[src/hw/rtl/scdp_pkg.sv]
// Shared types for the surface current density pipeline.
// Used by scdp_sqrt_cell, scdp_div_cell and the top level; no dependencies.
`timescale 1ns / 1ps
package scdp_pkg;

  localparam int unsigned SqrtCells = 32;
  localparam int unsigned DivCells  = 65;
  localparam int unsigned NumW      = 65;
  localparam int unsigned RootW     = 32;
  localparam int unsigned SqRemW    = 36;
  localparam int unsigned DivRemW   = 33;
  localparam int unsigned OutW      = 48;
  localparam int unsigned CfgIdxW   = 8;

  localparam logic [CfgIdxW-1:0] RegToroidal = 8'd0;
  localparam logic [CfgIdxW-1:0] RegPoloidal = 8'd1;

  // one beat travelling through the square-root chain
  typedef struct packed {
    logic                      valid;
    logic                      zero;
    logic [63:0]               v;
    logic [SqRemW-1:0]         rem;
    logic [RootW-1:0]          root;
    logic [2:0]                neg;
    logic [2:0][NumW-1:0]      num;
  } sqrt_beat_t;

  // one beat travelling through the divider chain
  typedef struct packed {
    logic                      valid;
    logic                      zero;
    logic [RootW-1:0]          den;
    logic [2:0]                neg;
    logic [2:0][NumW-1:0]      num;
    logic [2:0][DivRemW-1:0]   rem;
    logic [2:0][NumW-1:0]      quo;
  } div_beat_t;

endpackage

[src/hw/rtl/scdp_div_cell.sv]
// One quotient bit of three restoring divisions sharing one divisor.
// Depends on scdp_pkg.
`timescale 1ns / 1ps
module scdp_div_cell (
  input  logic                clk_i,
  input  logic                rst_ni,
  input  scdp_pkg::div_beat_t beat_i,
  output scdp_pkg::div_beat_t beat_o
);

  logic [scdp_pkg::DivRemW-1:0] r2 [3];
  logic                         valid_q;
  scdp_pkg::div_beat_t beat_d, beat_q;

  always_comb begin
    beat_d = beat_i;
    for (int c = 0; c < 3; c++) begin
      r2[c] = {beat_i.rem[c][scdp_pkg::DivRemW-2:0], beat_i.num[c][scdp_pkg::NumW-1]};
      beat_d.num[c] = {beat_i.num[c][scdp_pkg::NumW-2:0], 1'b0};
      if (r2[c] >= {1'b0, beat_i.den}) begin
        beat_d.rem[c] = r2[c] - {1'b0, beat_i.den};
        beat_d.quo[c] = {beat_i.quo[c][scdp_pkg::NumW-2:0], 1'b1};
      end else begin
        beat_d.rem[c] = r2[c];
        beat_d.quo[c] = {beat_i.quo[c][scdp_pkg::NumW-2:0], 1'b0};
      end
    end
  end

  always_ff @(posedge clk_i or negedge rst_ni) begin
    if (!rst_ni) begin
      valid_q <= 1'b0;
    end else begin
      valid_q <= beat_d.valid;
    end
  end

  // payload flops carry no reset; the valid bit comes from valid_q
  always_ff @(posedge clk_i) begin
    beat_q <= beat_d;
  end

  always_comb begin
    beat_o       = beat_q;
    beat_o.valid = valid_q;
  end

endmodule

[config.mk]
export PLATFORM = sky130hd
export DESIGN_NAME = scdp_div_cell
export DESIGN_NICKNAME = d
export VERILOG_FILES = /design/src/hw/rtl/scdp_pkg.sv /design/src/hw/rtl/scdp_div_cell.sv
export SDC_FILE = /design/constraint.sdc
export NUM_CORES = 1
export LEC_CHECK = 0
export BUFFER_PORTS_ARGS = -buffer_cell sky130_fd_sc_hd__buf_2
export CORE_AREA = 2 2 405 407
export CTS_CLUSTER_DIAMETER = 40
export DETAILED_ROUTE_END_ITERATION = 7
export DIE_AREA = 0 0 407 409
export MAX_ROUTING_LAYER = met4
export REMOVE_ABC_BUFFERS = 1
export SETUP_SLACK_MARGIN = 0.2
export SLEW_MARGIN = 20
export SYNTH_ARGS = -nofsm -noshare
export SYNTH_HDL_FRONTEND = slang
export SYNTH_SLANG_ARGS = --single-unit
[constraint.sdc]
create_clock -name clk_i -period 0.8 [get_ports clk_i]
set_clock_uncertainty 0.15 [all_clocks]
set_input_delay 0.2 -clock clk_i [delete_from_list [all_inputs] [get_ports clk_i]]
set_output_delay 0.2 -clock clk_i [all_outputs]
set_load 0.005 [all_outputs]
; ---- Yosys cells after proc, flatten, opt, wreduce, memory -nomap -nowiden
; Index checks and enable logic that the tools add are counted.
; Widths: inputs -> output; s select.
[classes]
n_addsub = 3
n_mux = 6
magnitude_cmp = 3
[ops]
columns = cell, n
row1 = $ge 33x32->1, 3
row2 = $mux 33, 3
row3 = $sub 33x32->33, 3
row4 = $mux 1, 3
[word_totals]
input_bits = 528
out_inout_bits = 526
ff_bits = 523
wordCells = 25

; ---- Logic depth before layout (Yosys ltp)
[logic_depth]
word_depth = 2
depth_mapped = 14
ltp_nobuf = 12

; ---- Worst setup path after synthesis
; No wires, ideal clock.
[synth_timing]
kind = input-to-reg
startpoint = input port beat_i[423] (netlist name)
endpoint = register beat_q (netlist bit beat_o[260])
n_path_buf = 0
setup_time_ps = 121
arrival_ps = 2780
setup_slack_ps = -2250
required_time_ps = 529
path_stages = 12
cell_sequence = inv_1 > ha_1 > fa_1 > nor2b_1 > o2111ai_1 > a2111oi_0 > o31ai_1 > a31oi_1 > a31o_2 > nand4_1 > a21oi_1 > mux2_2
[synth_lines]
columns = item, line_no
row1 = "start, declared", scdp_div_cell.sv:7  ; input scdp_pkg::div_beat_t beat_i,
row2 = "end signal, assigned", scdp_div_cell.sv:40  ; beat_q <= beat_d;
row3 = "end, declared", scdp_div_cell.sv:13  ; scdp_pkg::div_beat_t beat_d, beat_q;

==> summary.md <==
| Metric | Value |
|---|---|
| Status | `finished, violations left` |
| Failing checks | `hold timing, setup timing` |
| P_sw | `around 0.030 W` |
| Ratio of cells with drive above 1 in the final layout | `0.543` |
| Drt drc | `0` |
| Hold Slack | `-591 ps` |
| First-pass GRT wire length | `around 200000 um` |
| CTS H-tree lvls | `3` |
| Cell count after synthesis | `1456` |
| CTS sink cnt | `about 520` |
| Max incr delay on CP | `~570 ps` |
| Arr. time, crit path | `about 3100 ps` |
| Yosys warning count | `0` |
| RSZ-0062 raised after global routing | `true` |
| Antenna violations before repair | `125` |
| Crit-path cells | `buf_2 > dlygate4sd3_1 > ha_1 > nand3_1 > buf_4 > nor3_4 > o21ai_4 > buf_6 > a31oi_4 > o211a_1 > buf_6 > a21oi_4 > buf_12 > buf_8 > buf_6 > o31ai_2` |
| DRT Pass-1 Iters | `5` |
| Die height | `409 um` |
| Total core area | `approximately 160000 sq um` |
| M1 wire length | `61700 um` |
| Most used DFF post-synth | `dfxtp_1` |
| Crit-path max FO | `7` |
| Drt wl/cell | `~28 um` |
| Crit end category | `register` |
| Synth top area share | `0.625` |
| Register area share after synthesis | `0.627` |
| All-Layer GR Usage | `0.196` |
| Metal3 WL | `~21000 um` |
| CTS clock-pin slew for the worst setup and hold paths | `approximately 60 ps` |
| CP startpoint | `beat_i[279]` |
| Max_cap viols | `0` |
| Fill cells | `about 17k` |
| Register area | `~11000 sq um` |
| Post-Place Cells | `around 5.0k` |
| Switching share of power | `0.296` |
| Yosys top cell by area | `dfxtp_1` |
| Num CTS Buffers | `~120` |
| Vias in the first global route | `approximately 21k` |
| Highest routed metal layer | `met4` |
| WL met2 | `about 74000 um` |
| Clock tree buffer depth | `3` |
| IO Count | `around 1.1k` |
| Pins Over Slew Limit | `0` |
| Power share of the sequential group | `0.288` |
| Slowest-stage cell, CP | `dlygate4sd3_1` |
| Worst Setup EP | `beat_o[289]` |
| Via count | `roughly 21k` |
| DRT Wirelength | `roughly 170000 um` |
| Dpl hpwl | `around 140000 um` |
| Top post-synthesis cells by area | `dfxtp_1 (63%), ha_1 (7.2%), o21ai_0 (3.3%), a21oi_1 (2.6%), nand2_1 (2.4%)` |
| Die area | `around 170000 sq um` |
| Synth-to-layout area growth | `136%` |
| Mapped cell area | `roughly 17000 sq um` |
| Worst min path class | `in2reg` |
| Slew HR | `0.290` |
| Worst endpoint required time | `roughly 1200 ps` |
| Root Buffer | `clkbuf_16` |
| Crit path depth | `16` |
| Number of synthesized flops with an enable pin | `0` |
| Initial Utilization | `0.103` |
| Critical path class | `in2reg` |
| Routability cong. | `approximately 1.3` |
| Drt first-iter violations | `around 1.1k` |
| Routed Antenna Nets | `0` |
| Crit start category | `primary input` |
| Slew @ Worst Pin | `~1100 ps` |
| Post-layout min period | `2690 ps` |
| Worst Path Buf+Inv | `8` |
| CTS tree | `done` |
| Final Hold Fails | `302` |
| Synth cell types | `71` |
| Largest net degree at the start of global routing | `24` |
| Leakage | `about 18 nW` |
| Setup violations, final | `roughly 630` |
| Achievable Freq | `372 MHz` |
| Worst path most repeated cell | `buf_6` |
| Final Cycle Share | `3.36` |
| Die width | `between 400 and 500 um` |
| Clock power frac | `0.513` |
| Seq cells post-synth | `523` |
| Power Dens Cells | `roughly 2600 nW/um^2` |
| Pint | `0.0713 W` |
| Asr flop ratio synth | `0.00191` |
| Port Buffer Count | `around 1.0k` |
| Rows | `148` |
| Non-filler cells, final | `between 5k and 6k` |
| DR vias/cell | `about 3.5` |
| Max IR drop VDD | `between 0.002 and 0.0025 V` |
| CP top delay family | `buffers and inverters` |
| Combinational share of power | `0.199` |
| Multi-input gate area | `7220 sq um` |
| GRT overflow | `0` |
| Final worst-path setup slack | `-1890 ps` |
| Avg Cell Area, Syn | `11.5 sq um` |
| Nets@finish | `4117` |
-- worst min-delay path by stage --
stage                        to  slack, ps         from  cells after the start
global placement        valid_q       -170       rst_ni                      1
detailed placement      valid_q       -170       rst_ni                      1
global route        beat_o[496]       -650  beat_i[496]                      1
CTS                 beat_o[496]       -670  beat_i[496]                      1
floorplan               valid_q       -250       rst_ni                      0
finish              beat_o[496]       -590  beat_i[496]                      1
-- placed cells by master (no fill, tap or decap), types with 43 or more instances in the layout --
cell type / synthesis / final
o21ai_0: 110 / 55
dlygate4sd3_1: 0 / 462
a21oi_1: 88 / 75
ha_1: 96 / 58
nor2_1: 46 / 45
clkbuf_16: 0 / 121
diode_2: 0 / 64
buf_4: 4 / 351
buf_6: 2 / 64
nand2_1: 106 / 85
inv_1: 60 / 43
dfxtp_1: 522 / 494
buf_2: 9 / 999
-- Yosys cell counts, types with 17 or more instances --
| library cell | instances |
|---|---|
| xor2_1 | 29 |
| a21o_1 | 42 |
| mux2_2 | 25 |
| dfxtp_1 | 522 |
| ha_1 | 96 |
| clkbuf_1 | 17 |
| nor3_1 | 25 |
| a21oi_1 | 88 |
| nand2_1 | 106 |
| o21ai_0 | 110 |
| xnor2_1 | 42 |
| inv_1 | 60 |
| nand3_1 | 18 |
| o21a_1 | 17 |
| nor2_1 | 46 |
| o21bai_1 | 18 |
-- layout make-up --
type,count,share of cell area
Clock inverter,93,0.0290
Inverter,61,0.00664
Clock buffer,133,0.0790
Multi-Input combinational cell,842,0.183
Antenna cell,64,0.00406
Sequential cell,523,0.267
Timing Repair Buffer,1943,0.362
Tap cell,2175,0.0691
-- flip-flops by register name (all words and copies together), names as in the netlist --
signal	count
beat_o	522
valid_q	1
-- layer usage --
metal  vias up  global-route usage
met2      1151               0.303
met3       361               0.111
li1       9303                   -
met4         0              0.0903
met1      9775               0.199
met5         -                   -
-- power groups by stage --
stage          Sequential [W]  Combinational, W  Clock (W)
2_1_floorplan          0.0297           0.00432          0
3_3_place_gp           0.0297            0.0146          0
3_5_place_dp           0.0296            0.0146          0
4_1_cts                0.0292            0.0191     0.0530
5_1_grt                0.0294            0.0215     0.0541
6_report               0.0292            0.0202     0.0519
-- metrics by stage --
stage | worst slack [ps] | TNS, ps | area (sq um) | total power, W | util
after floorplan | -2840 | -269670 | 16600 | 0.0340 | -
after global placement | -3280 | -286920 | 27500 | 0.0443 | 0.169
after detailed placement | -3150 | -283080 | 27500 | 0.0443 | 0.169
after CTS | -1830 | -613510 | 38000 | 0.101 | 0.235
after global routing | -1910 | -614470 | 39400 | 0.105 | 0.243
final | -1890 | -567360 | 39400 | 0.101 | 0.243
-- cell families after synthesis --
logic type	share of synthesized area
DFF	0.627
AOI/OAI and AO/OA	0.133
and+or+nand+nor	0.0821
adders and majority gates	0.0755
buffers and inverters	0.0234
xor gates and xnor gates	0.0372
muxes	0.0213
other	0.000224
-- repair_timing --
action,4_1_cts,5_1_grt
pin swaps,66,81
hold endpoints to repair,521,381
setup endpoints to repair,625,626
gates cloned,10,0
hold buffers,453,17
resized for setup,312,221
setup buffers,42,29
(Power assumes the default switching activity.)
