<file path="src/hw/rtl/scdp_pkg.sv">
// Shared types for the surface current density pipeline.
// Used by scdp_sqrt_cell, scdp_div_cell and the top level; no dependencies.
`timescale 1ns / 1ps
package scdp_pkg;

  localparam int unsigned SqrtCells = 32;
  localparam int unsigned DivCells  = 65;
  localparam int unsigned NumW      = 65;
  localparam int unsigned RootW     = 32;
  localparam int unsigned SqRemW    = 36;
  localparam int unsigned DivRemW   = 33;
  localparam int unsigned OutW      = 48;
  localparam int unsigned CfgIdxW   = 8;

  localparam logic [CfgIdxW-1:0] RegToroidal = 8'd0;
  localparam logic [CfgIdxW-1:0] RegPoloidal = 8'd1;

  // one beat travelling through the square-root chain
  typedef struct packed {
    logic                      valid;
    logic                      zero;
    logic [63:0]               v;
    logic [SqRemW-1:0]         rem;
    logic [RootW-1:0]          root;
    logic [2:0]                neg;
    logic [2:0][NumW-1:0]      num;
  } sqrt_beat_t;

  // one beat travelling through the divider chain
  typedef struct packed {
    logic                      valid;
    logic                      zero;
    logic [RootW-1:0]          den;
    logic [2:0]                neg;
    logic [2:0][NumW-1:0]      num;
    logic [2:0][DivRemW-1:0]   rem;
    logic [2:0][NumW-1:0]      quo;
  } div_beat_t;

endpackage

</file>
<file path="src/hw/rtl/scdp_sqrt_cell.sv">
// One digit of the integer square root: two radicand bits in, one root bit out.
// Depends on scdp_pkg.
`timescale 1ns / 1ps
module scdp_sqrt_cell (
  input  logic                clk_i,
  input  logic                rst_ni,
  input  scdp_pkg::sqrt_beat_t beat_i,
  output scdp_pkg::sqrt_beat_t beat_o
);

  logic [scdp_pkg::SqRemW-1:0] r2, trial;
  logic                        valid_q;
  scdp_pkg::sqrt_beat_t beat_d, beat_q;

  always_comb begin
    beat_d = beat_i;
    r2     = {beat_i.rem[scdp_pkg::SqRemW-3:0], beat_i.v[63:62]};
    trial  = {2'b00, beat_i.root, 2'b01};
    beat_d.v = {beat_i.v[61:0], 2'b00};
    if (r2 >= trial) begin
      beat_d.rem  = r2 - trial;
      beat_d.root = {beat_i.root[scdp_pkg::RootW-2:0], 1'b1};
    end else begin
      beat_d.rem  = r2;
      beat_d.root = {beat_i.root[scdp_pkg::RootW-2:0], 1'b0};
    end
  end

  always_ff @(posedge clk_i or negedge rst_ni) begin
    if (!rst_ni) begin
      valid_q <= 1'b0;
    end else begin
      valid_q <= beat_d.valid;
    end
  end

  // payload flops carry no reset; the valid bit comes from valid_q
  always_ff @(posedge clk_i) begin
    beat_q <= beat_d;
  end

  always_comb begin
    beat_o       = beat_q;
    beat_o.valid = valid_q;
  end

endmodule

</file>
<file path="config.mk">
export PLATFORM = sky130hd
export DESIGN_NAME = scdp_sqrt_cell
export DESIGN_NICKNAME = d
export VERILOG_FILES = /design/src/hw/rtl/scdp_pkg.sv /design/src/hw/rtl/scdp_sqrt_cell.sv
export SDC_FILE = /design/constraint.sdc
export NUM_CORES = 1
export LEC_CHECK = 0
export BUFFER_PORTS_ARGS = -buffer_cell sky130_fd_sc_hd__buf_2
export CAP_MARGIN = 0
export CORE_AREA = 2 2 256 258
export DETAILED_ROUTE_END_ITERATION = 12
export DIE_AREA = 0 0 258 260
export GPL_ROUTABILITY_DRIVEN = 0
export HOLD_SLACK_MARGIN = 0.12
export SKIP_LAST_GASP = 1
export SYNTH_ARGS = -nofsm -noshare
export SYNTH_HDL_FRONTEND = slang
export SYNTH_SLANG_ARGS = --single-unit
</file>
<file path="constraint.sdc">
create_clock -name clk_i -period 0.8 [get_ports clk_i]
set_input_delay 0.16 -clock clk_i [delete_from_list [all_inputs] [get_ports clk_i]]
set_output_delay 0.16 -clock clk_i [all_outputs]
set_load 0.01 [all_outputs]
</file>
# --- Word-level counts from Yosys, hierarchy flattened ---
# Index checks and enable logic that the tools add are counted.
totals:
  output_inout_bits: 332
  register_bits: 330
  inputBits: 334
op_classes:
  add_sub_neg: 1
  magnitude_cmp: 1
  muxes: 1
ops:
  columns: ["cell", "count"]
  rows:
  - ["$mux W68", 1]
  - ["$ge A36 B34 Y1", 1]
  - ["$sub A36 B34 Y36", 1]

# --- Depth between registers and ports, before layout ---
# Gate-level depths: netlist of the first run.
depth:
  depth_word: 2
  mapped_depth: 12
  ltp_nobuf: 10

# --- Worst setup path after synthesis of the first run ---
# OpenSTA, ideal clock, no wires.
synth_timing:
  path_type: "input-to-reg"
  startpoint: "input beat_i[216] (netlist name)"
  endpoint: "register beat_q (netlist bit beat_o[238])"
  required_time_ns: 0.679
  n_path_buf: 2
  cell_stages: 11
  slack_ns: -1.402
  arrival_time_ns: 2.081
  path_cell_list: "inv_1 ha_1 buf_2 nand4_1 nor4_4 nand2_1 nor3_2 nor3b_2 a21oi_4 buf_6 mux2_4"
synth_lines:
  columns: ["item", "line", "source"]
  rows:
  - ["start: declaration", "scdp_sqrt_cell.sv:7", "input scdp_pkg::sqrt_beat_t beat_i,"]
  - ["end signal: assignment", "scdp_sqrt_cell.sv:39", "beat_q <= beat_d;"]
  - ["end: declaration", "scdp_sqrt_cell.sv:13", "scdp_pkg::sqrt_beat_t beat_d, beat_q;"]

==> summary.txt, run 1 <==
First-pass GRT wire length - 84100 microns
Port Buffers - 661
Post-layout minimum cycle time - 1.80 ns
Layout Cell Area excl Fill - 22900 sq um
Core area - 64100 sq um
# rows - 93
Number of synthesis warnings - 0
Initial detailed-routing violation count - 415
Max Cap Viol - 0
Hold Violations, Final - 0
GRT Overall Usage - 18.2%
Die H - 260 microns
Final setup vio count - 367
Clk sinks - 330
VDD IR max - 1.74 mV
Pint - 34.9 mW
Vias in the first global route - 10800
Min-delay src - beat_i[231]
GR Overflow Total - 0
Distinct cells, synth - 66
Share of layout cells above drive strength 1 - 68.4%
DRC viols - 0
Logic pwr share - 22.5%
Worst EP arrival - 2.26 ns
Dpl cell area - 14700 sq um
Mapped Area - 9310 sq um
CTS max path bufs - 3
Post-synth EDFFs - 0
Nets - 2301
CTS buffer count - 43
Crit end category - register
Sequential power share - 38.1%
Syn avg cell area - 12.8 sq um
Initial Utilization - 14.5%
Worst Setup Start Kind - primary input
Die area - 67100 sq um
Die Wd - 258 microns
Violated checks - setup timing
Drt wl/cell - 22.9 microns
Async S/R FF share, synth - 0.303%
Area Growth Syn to Fin - 146%
Clock power share - 39.4%
Sw frac - 27.8%
Crit path setup slack, layout - -0.996 ns
Clk root buf - clkbuf_16
Top_reg_cell synth - dfxtp_1
Routed vias/inst - 3.60
Initial antenna violation count - 27
Sequential share of the synthesized area - 71.0%
Crit path launch - beat_i[218]
Worst EP required - 1.26 ns
1st-pass router iterations - 4
Pwr dens - 2110 nW/um^2
FMAX - 557 MHz
Largest net degree at the start of global routing - 14
Final wirelength - 64900 microns
H-tree levels - 2
Maximum fanout along the worst path - 7
Final period util - 225%
Detail Placement HPWL - 51100 microns
P_leak - 10.3 nW
CTS tree - yes
Switching power total - 13.4 mW
Top Ports - 666
Status - finished, violations left
Worst Hold Class - primary input to register
RSZ-0062 raised after global routing - true
Antenna-violating nets left - 0
Layout fillers - 6329
FF+latch count, synth - 330
Clk slew on worst S/H paths - 0.06 ns
Kind of critical path - primary input to register
Total Power - 48.3 mW
Via count - 10200
Slew Viols, Final - 0
Post-Syn Instances - 730
## synth_stat cells, types with 7 or more instances
library cell  number  area [sq um]
a21o_1             7          52.6
nor3_1             8          40.0
xor2_1            14           123
nand2_1           31           116
nand4_1           10          62.6
buf_2             13          65.1
a21oi_1           50           250
inv_1             39           146
mux2_4             7           105
a21oi_2            9          78.8
nor2_1            40           150
xnor2_1           18           158
o21ai_0           22           110
nand3_1            9          45.0
dfxtp_1          329          6590
ha_1              34           425
## per-stage QoR
step	setup slack, ns	std cells	hold slack (ns)	setup TNS, ns	util [%]
after floorplan	-1.30	731	-0.136	-44.83	-
after global placement	-1.80	2358	-0.0542	-61.28	23.0
after detailed placement	-1.79	2358	-0.0549	-62.18	23.0
after CTS	-1.02	2793	-0.343	-171.50	33.7
after global routing	-1.06	2830	0.121	-172.08	35.7
final	-0.996	2831	0.107	-155.57	35.7
## critical path, cell delays in order
cell and delay [ns]:
buf_8 0.08, inv_4 0.03, ha_4 0.26, nand4_4 0.13
nor4_4 0.39, buf_4 0.19, o21ai_4 0.05, and2_4 0.16
a21oi_4 0.20, buf_12 0.15, buf_12 0.14, mux2_4 0.30
## flip-flops by register name (all words and copies together), names as in the netlist
signal / cells
valid_q: 1
beat_o: 329
## logic make-up after synthesis
logic type,synth area share (%)
compound gates,9.48
xor+xnor,3.19
fa+ha+maj,4.57
buf+inv,3.13
flops,71.0
mux,1.49
other cells,0.0403
simple gates,7.08
## power groups by stage
stage	clock network (mW)	registers, mW	logic [mW]
2_1_floorplan	0	19.0	2.12
3_3_place_gp	0	18.3	6.91
3_5_place_dp	0	18.3	6.94
4_1_cts	19.5	18.3	10.0
5_1_grt	20.2	18.5	11.6
6_report	19.0	18.4	10.9
## layout make-up
| class | count | area (sq um) | area share (%) |
|---|---|---|---|
| clock inverter | 24 | 206 | 0.901 |
| antenna | 11 | 27.5 | 0.120 |
| sequential | 330 | 6920 | 30.2 |
| multi-input combinational | 338 | 3330 | 14.5 |
| tap | 855 | 1070 | 4.67 |
| inverter | 39 | 181 | 0.792 |
| clock buffer | 53 | 1160 | 5.08 |
| timing repair buffer | 1181 | 10000 | 43.7 |
## placed cells by master, fill, tap and decap left out, drive strengths merged, types with 19 or more instances in the layout
cell	Yosys	final
o21ai	26	26
nor2	40	40
dlygate4sd3	0	332
a21oi	60	60
ha	34	34
clkbuf	4	55
nand2	32	32
inv	39	44
buf	20	847
dfxtp	329	329
xnor2	19	19
## routing by layer
layer	global-route usage [%]	vias up	wire (microns)	part of all wire [%]
met4	7.93	18	2940	4.5
met2	28.4	464	29300	45
li1	-	4877	-	-
met5	1.28	-	251	0.39
met3	10.7	120	8120	13
met1	19.8	4720	24300	37
## worst paths after layout
kind / end / slack [ns] / depth (start not counted)
setup / recovery: beat_o[241] / -1.0 / 12
hold / removal: beat_o[233] / 0.11 / 4
max in group asynchronous: valid_q / 0.08 / 3
min in group asynchronous: valid_q / 0.61 / 3
## repair_timing
item,4_1_cts,5_1_grt
hold endpoints to repair,330,7
endpoints found under the setup margin,367,367
pin swaps,38,58
cloned,1,2
gates resized for setup,668,265
buffers inserted,32,20
hold buffers,325,7
(Power assumes the default switching activity.)
==> run 2: changes to the inputs <==
==> constraint.sdc (replaced) <==
create_clock -name clk_i -period 0.8 [get_ports clk_i]
set_input_delay 0.2 -clock clk_i [delete_from_list [all_inputs] [get_ports clk_i]]
set_output_delay 0.2 -clock clk_i [all_outputs]
set_load 0.01 [all_outputs]
==> summary.txt, run 2 (synthesis gave the netlist of run 1 again) <==
1st-pass router iterations - 4 (unchanged)
Final setup vio count - 367 (unchanged)
Final wirelength - 64400 microns (-0.71%)
GR Overflow Total - 0 (unchanged)
Vias in the first global route - 10800 (+0.18%)
Logic pwr share - 20.6% (-1.9 points)
Worst EP required - 1.25 ns (about the same)
Worst Hold Class - primary input to asynchronous set/reset pin
Kind of critical path - primary input to register
Initial detailed-routing violation count - 509 (+23%)
Sequential power share - 36.6% (-1.5 points)
Worst Setup Start Kind - primary input
DRC viols - 0 (unchanged)
Most common cell after layout, fill and taps aside - buf_2
GRT Overall Usage - 18.2% (-0.033 points)
Final non-filler cell total - 2814 (-0.60%)
Switching power total - 13.3 mW (-0.75%)
Maximum fanout along the worst path - 7 (unchanged)
Area Growth Syn to Fin - 143%
Status - finished, violations left
Total Power - 50.4 mW (+4.3%)
Share of layout cells above drive strength 1 - 66.4% (-2.0 points)
Initial antenna violation count - 24 (-11%)
Port Buffers - 661 (unchanged)
Clock power share - 42.8% (+3.4 points)
VDD IR max - 1.37 mV (-21%)
Slew Viols, Final - 0 (unchanged)
Violated checks - setup timing
H-tree levels - 2 (unchanged)
Clk root buf - clkbuf_16
Final period util - 234% (+9.9 points)
P_leak - 10.2 nW (-0.89%)
Sw frac - 26.4% (-1.3 points)
FMAX - 533 MHz (-4.2%)
Die H - 260 microns (unchanged)
Die area - 67100 sq um (unchanged)
Crit path setup slack, layout - -1.08 ns (-0.0794 ns)
Max FFs per register - 329 (unchanged)
Clk sinks - 330 (unchanged)
Largest net degree at the start of global routing - 15 (+1)
Setup_tns - -171.41 ns (-15.84 ns)
Die Wd - 258 microns (unchanged)
CTS buffer count - 44 (+2.3%)
Max Cap Viol - 0 (unchanged)
Cell count after placement - 2358 (unchanged)
Detail Placement HPWL - 50900 microns (-0.50%)
Commonest non-fill, non-tap cells in the layout - 384 x buf_2, 331 x dlygate4sd3_1, 284 x buf_6
Critical Path End - beat_o[234]
Core area - 64100 sq um (unchanged)
Pwr dens - 2230 nW/um^2 (+5.7%)
Initial Utilization - 14.5% (unchanged)
Crit end category - register
CTS tree - yes
Drt wl/cell - 22.9 microns (-0.11%)
Crit path launch - beat_i[218]
Antenna-violating nets left - 0 (unchanged)
Worst EP arrival - 2.33 ns (+0.07 ns)
CTS max path bufs - 3 (unchanged)
Pint - 37.1 mW (+6.3%)
RSZ-0062 raised after global routing - true
Hold Violations, Final - 0 (unchanged)
Via count - 10100 (-0.90%)
# rows - 93 (unchanged)
Top Ports - 666 (unchanged)
Nets - 2286 (-0.65%)
Routed vias/inst - 3.59 (-0.30%)
Post-layout minimum cycle time - 1.88 ns (+0.0794 ns)
Clk slew on worst S/H paths - 0.06 ns (about the same)
First-pass GRT wire length - 84200 microns (+0.18%)
## run 2: cell types whose count changed in the layout (fill, tap and decap cells not counted), moves of 5 or more
cell,before,now
a21oi_1,19,34
a21oi_2,33,22
nor2_1,19,29
buf_4,164,155
bufinv_16,1,7
nor2_4,12,6
clkinv_2,11,6
dfxtp_1,82,77
dfxtp_2,247,252
## run 2: power groups by stage
stage | clock network, mW | logic, mW | registers [mW]
2_1_floorplan | 0 | 2.12 | 19.0
3_3_place_gp | 0 | 6.91 | 18.3
3_5_place_dp | 0 | 6.92 | 18.3
4_1_cts | 22.2 | 9.86 | 18.3
5_1_grt | 22.8 | 11.1 | 18.5
6_report | 21.6 | 10.4 | 18.4
## run 2: how the worst min path moves through the flow
stage,from,endpoint,slack (ns),cells past startpoint
floorplan,rst_ni,valid_q,-0.1,0
global placement,rst_ni,valid_q,-0.01,1
detailed placement,rst_ni,valid_q,-0.01,1
CTS,beat_i[231],beat_o[233],-0.12,3
global route,rst_ni,valid_q,0.13,2
finish,rst_ni,valid_q,0.12,2
## run 2: critical path, stage by stage
cell and delay [ns]:
buf_6 0.09, inv_2 0.05, ha_4 0.27, nand4_4 0.13, nor4_4 0.39, o2111ai_2 0.19
and2_4 0.19, a21oi_4 0.28, buf_12 0.20, mux2_2 0.33
## run 2: per-stage QoR
step                      instance area, sq um  setup slack, ns  utilization (%)  hold WS (ns)
after detailed placement                 14700            -1.80             23.0       -0.0129
after floorplan                           9480            -1.34                -       -0.0956
after global routing                     22600            -1.16             35.3         0.128
final                                    22600            -1.08             35.3         0.124
after CTS                                21700           -0.991             33.8        -0.117
after global placement                   14700            -1.84             23.0       -0.0142
## run 2: what timing repair did
action / 4_1_cts / 5_1_grt
setup buffers: 22 / 15
resized for setup: 641 / 211
gates cloned: 1 / 1
setup endpoints to repair: 367 / 367
endpoints found under the hold margin: 330 / 1
pin swaps: 34 / 25
hold buffers: 330 / 1
## run 2: area by class of cell
class	count	area, sq um
antenna	8	20.0
clock buffer	55	1220
clock inverter	24	354
fill	6352	41500
inverter	39	176
multi-input combinational	338	3060
sequential	330	6930
tap	855	1070
timing repair buffer	1165	9780
## run 2: layer usage
metal  up-vias  global-route usage [%]  part of all wire, %
li1       4843                       -                    -
met1      4699                    19.6                   37
met2       436                    29.5                   46
met3       109                    10.9                   13
met4        20                    5.86                  3.7
met5         -                       0                 0.20
==> run 3: changes to the inputs <==
--- a/config.mk
+++ b/config.mk
@@ -12,6 +12,7 @@
 export DIE_AREA = 0 0 258 260
 export GPL_ROUTABILITY_DRIVEN = 0
 export HOLD_SLACK_MARGIN = 0.12
+export SKIP_CTS_REPAIR_TIMING = 1
 export SKIP_LAST_GASP = 1
 export SYNTH_ARGS = -nofsm -noshare
 export SYNTH_HDL_FRONTEND = slang
==> summary.txt, run 3 (synthesis gave the netlist of run 1 again) <==
Clk root buf - clkbuf_16
Maximum fanout along the worst path - 6 (-1)
1st-pass router iterations - 4 (unchanged)
Max FFs per register - 329 (unchanged)
Clk sinks - 330 (unchanged)
Antenna-violating nets left - 0 (unchanged)
Clk slew on worst S/H paths - 0.05 ns (about the same)
First-pass GRT wire length - 74600 microns (-11%)
CTS max path bufs - 3 (unchanged)
Pwr dens - 2260 nW/um^2 (+1.5%)
Hold depth - 1
Crit path setup slack, layout - -1.20 ns (-0.121 ns)
Initial detailed-routing violation count - 449 (-12%)
Worst EP arrival - 2.45 ns (+0.12 ns)
Die area - 67100 sq um (unchanged)
Core area - 64100 sq um (unchanged)
Vias in the first global route - 8733 (-19%)
Final wirelength - 64000 microns (-0.68%)
Final setup vio count - 367 (unchanged)
WP buf/inv - 4 (+1)
Worst slew pin tran - 0.500 ns
Drt wl/cell - 22.9 microns (+0.10%)
VDD IR max - 1.35 mV (-1.1%)
Hold Slack - -0.262 ns (-0.386 ns)
Clock power share - 43.2% (+0.4 points)
Top Ports - 666 (unchanged)
DRC viols - 0 (unchanged)
Hold Violations, Final - 1 (+1)
Final non-filler cell total - 2792 (-0.78%)
Nets - 2263 (-1.0%)
Sequential power share - 36.9% (+0.3 points)
Hold Path Sink - beat_o[224]
Final period util - 250% (+15 points)
CTS buffer count - 44 (unchanged)
CTS tree - yes
Routed vias/inst - 3.59 (about the same)
Switching power total - 13.2 mW (-1.0%)
H-tree levels - 2 (unchanged)
GRT Overall Usage - 16.7% (-1.5 points)
Cell count after placement - 2358 (unchanged)
Sw frac - 26.4% (-0.054 points)
Crit-path slowest cell - nor4_4
RSZ-0062 raised after global routing - true
Via count - 10000 (-0.87%)
FF+latch area - 6910 sq um (-0.22%)
Violated checks - hold timing, setup timing
Max Cap Viol - 0 (unchanged)
CP Cell Sequence - buf_6 > inv_4 > ha_4 > nand4_1 > nor4_4 > nand2_1 > nor3_2 > nor3b_2 > a21oi_4 > buf_12 > buf_12 > mux2_4
FMAX - 501 MHz (-6.1%)
Top cell family by delay on the critical path - simple AND/OR/NAND/NOR gates
Initial antenna violation count - 29 (+21%)
Worst EP required - 1.25 ns (about the same)
Post-layout minimum cycle time - 2.00 ns (+0.121 ns)
Worst stage delay on the critical path - 0.43 ns (+0.04 ns)
Commonest non-fill, non-tap cells in the layout - 407 x buf_2, 329 x dlygate4sd3_1, 259 x buf_6
Logic pwr share - 20.0% (-0.6 points)
Largest net degree at the start of global routing - 17 (+2)
Share of layout cells above drive strength 1 - 64.2% (-2.3 points)
GR Overflow Total - 0 (unchanged)
Max_slew headroom - 66.6%
Slew Viols, Final - 0 (unchanged)
Initial Utilization - 14.5% (unchanged)
Layout fillers - 6422 (+1.1%)
Detail Placement HPWL - 50900 microns (unchanged)
Area Growth Syn to Fin - 137%
Port Buffers - 661 (unchanged)
Min-delay src - beat_i[223]
Worst Hold Class - primary input to register
Die H - 260 microns (unchanged)
# rows - 93 (unchanged)
Crit end category - register
Most Frequent Cell on Critical Path - buf_12
Kind of critical path - primary input to register
Most common cell after layout, fill and taps aside - buf_2
Setup_tns - -174.22 ns (-2.81 ns)
Total Power - 49.9 mW (-0.85%)
Pint - 36.8 mW (-0.78%)
Status - finished, violations left
Worst Setup Start Kind - primary input
P_leak - 10.1 nW (-1.8%)
Die Wd - 258 microns (unchanged)
Multi-input logic area - 2920 sq um (-4.6%)
run 3: final cells by class:
type,instances,area share (%)
clock inverters,24,1.60
well taps,855,4.84
inverters,39,0.765
repair buffers,1142,42.6
clock buffers,55,5.54
diodes,9,0.102
flip-flops and latches,330,31.3
multi-input cells,338,13.2
run 3: power groups by stage:
stage,Combinational [mW],Sequential [mW],Clock (mW)
after detailed placement,6.92,18.3,0
after global placement,6.91,18.3,0
after floorplan,2.12,19.0,0
final,9.97,18.4,21.6
after global routing,10.7,18.5,22.8
after CTS,6.96,18.0,22.2
run 3: metal layers:
layer	vias up	share of wire, %	global-route usage [%]
met3	133	14	12.6
met4	30	3.6	4.05
met1	4639	37	17.2
li1	4793	-	-
met2	424	46	26.8
met5	-	0.32	0
run 3: how the worst max path moves through the flow:
stage,start,endpoint,depth (start not counted)
detailed placement,beat_i[209],beat_o[265],13
finish,beat_i[222],beat_o[237],12
global route,beat_i[223],beat_o[246],14
CTS,beat_i[203],beat_o[251],13
global placement,beat_i[203],beat_o[251],13
floorplan,beat_i[217],beat_o[238],10
run 3: per-stage QoR:
| stage | setup WS (ns) | area, sq um | util, % | hold slack, ns |
|---|---|---|---|---|
| 6_report | -1.20 | 22100 | 34.4 | -0.262 |
| 5_1_grt | -1.25 | 22100 | 34.4 | -0.286 |
| 4_1_cts | -1.20 | 16300 | 25.4 | -0.646 |
| 3_5_place_dp | -1.80 | 14700 | 23.0 | -0.0129 |
| 3_3_place_gp | -1.84 | 14700 | 23.0 | -0.0142 |
| 2_1_floorplan | -1.34 | 9480 | - | -0.0956 |
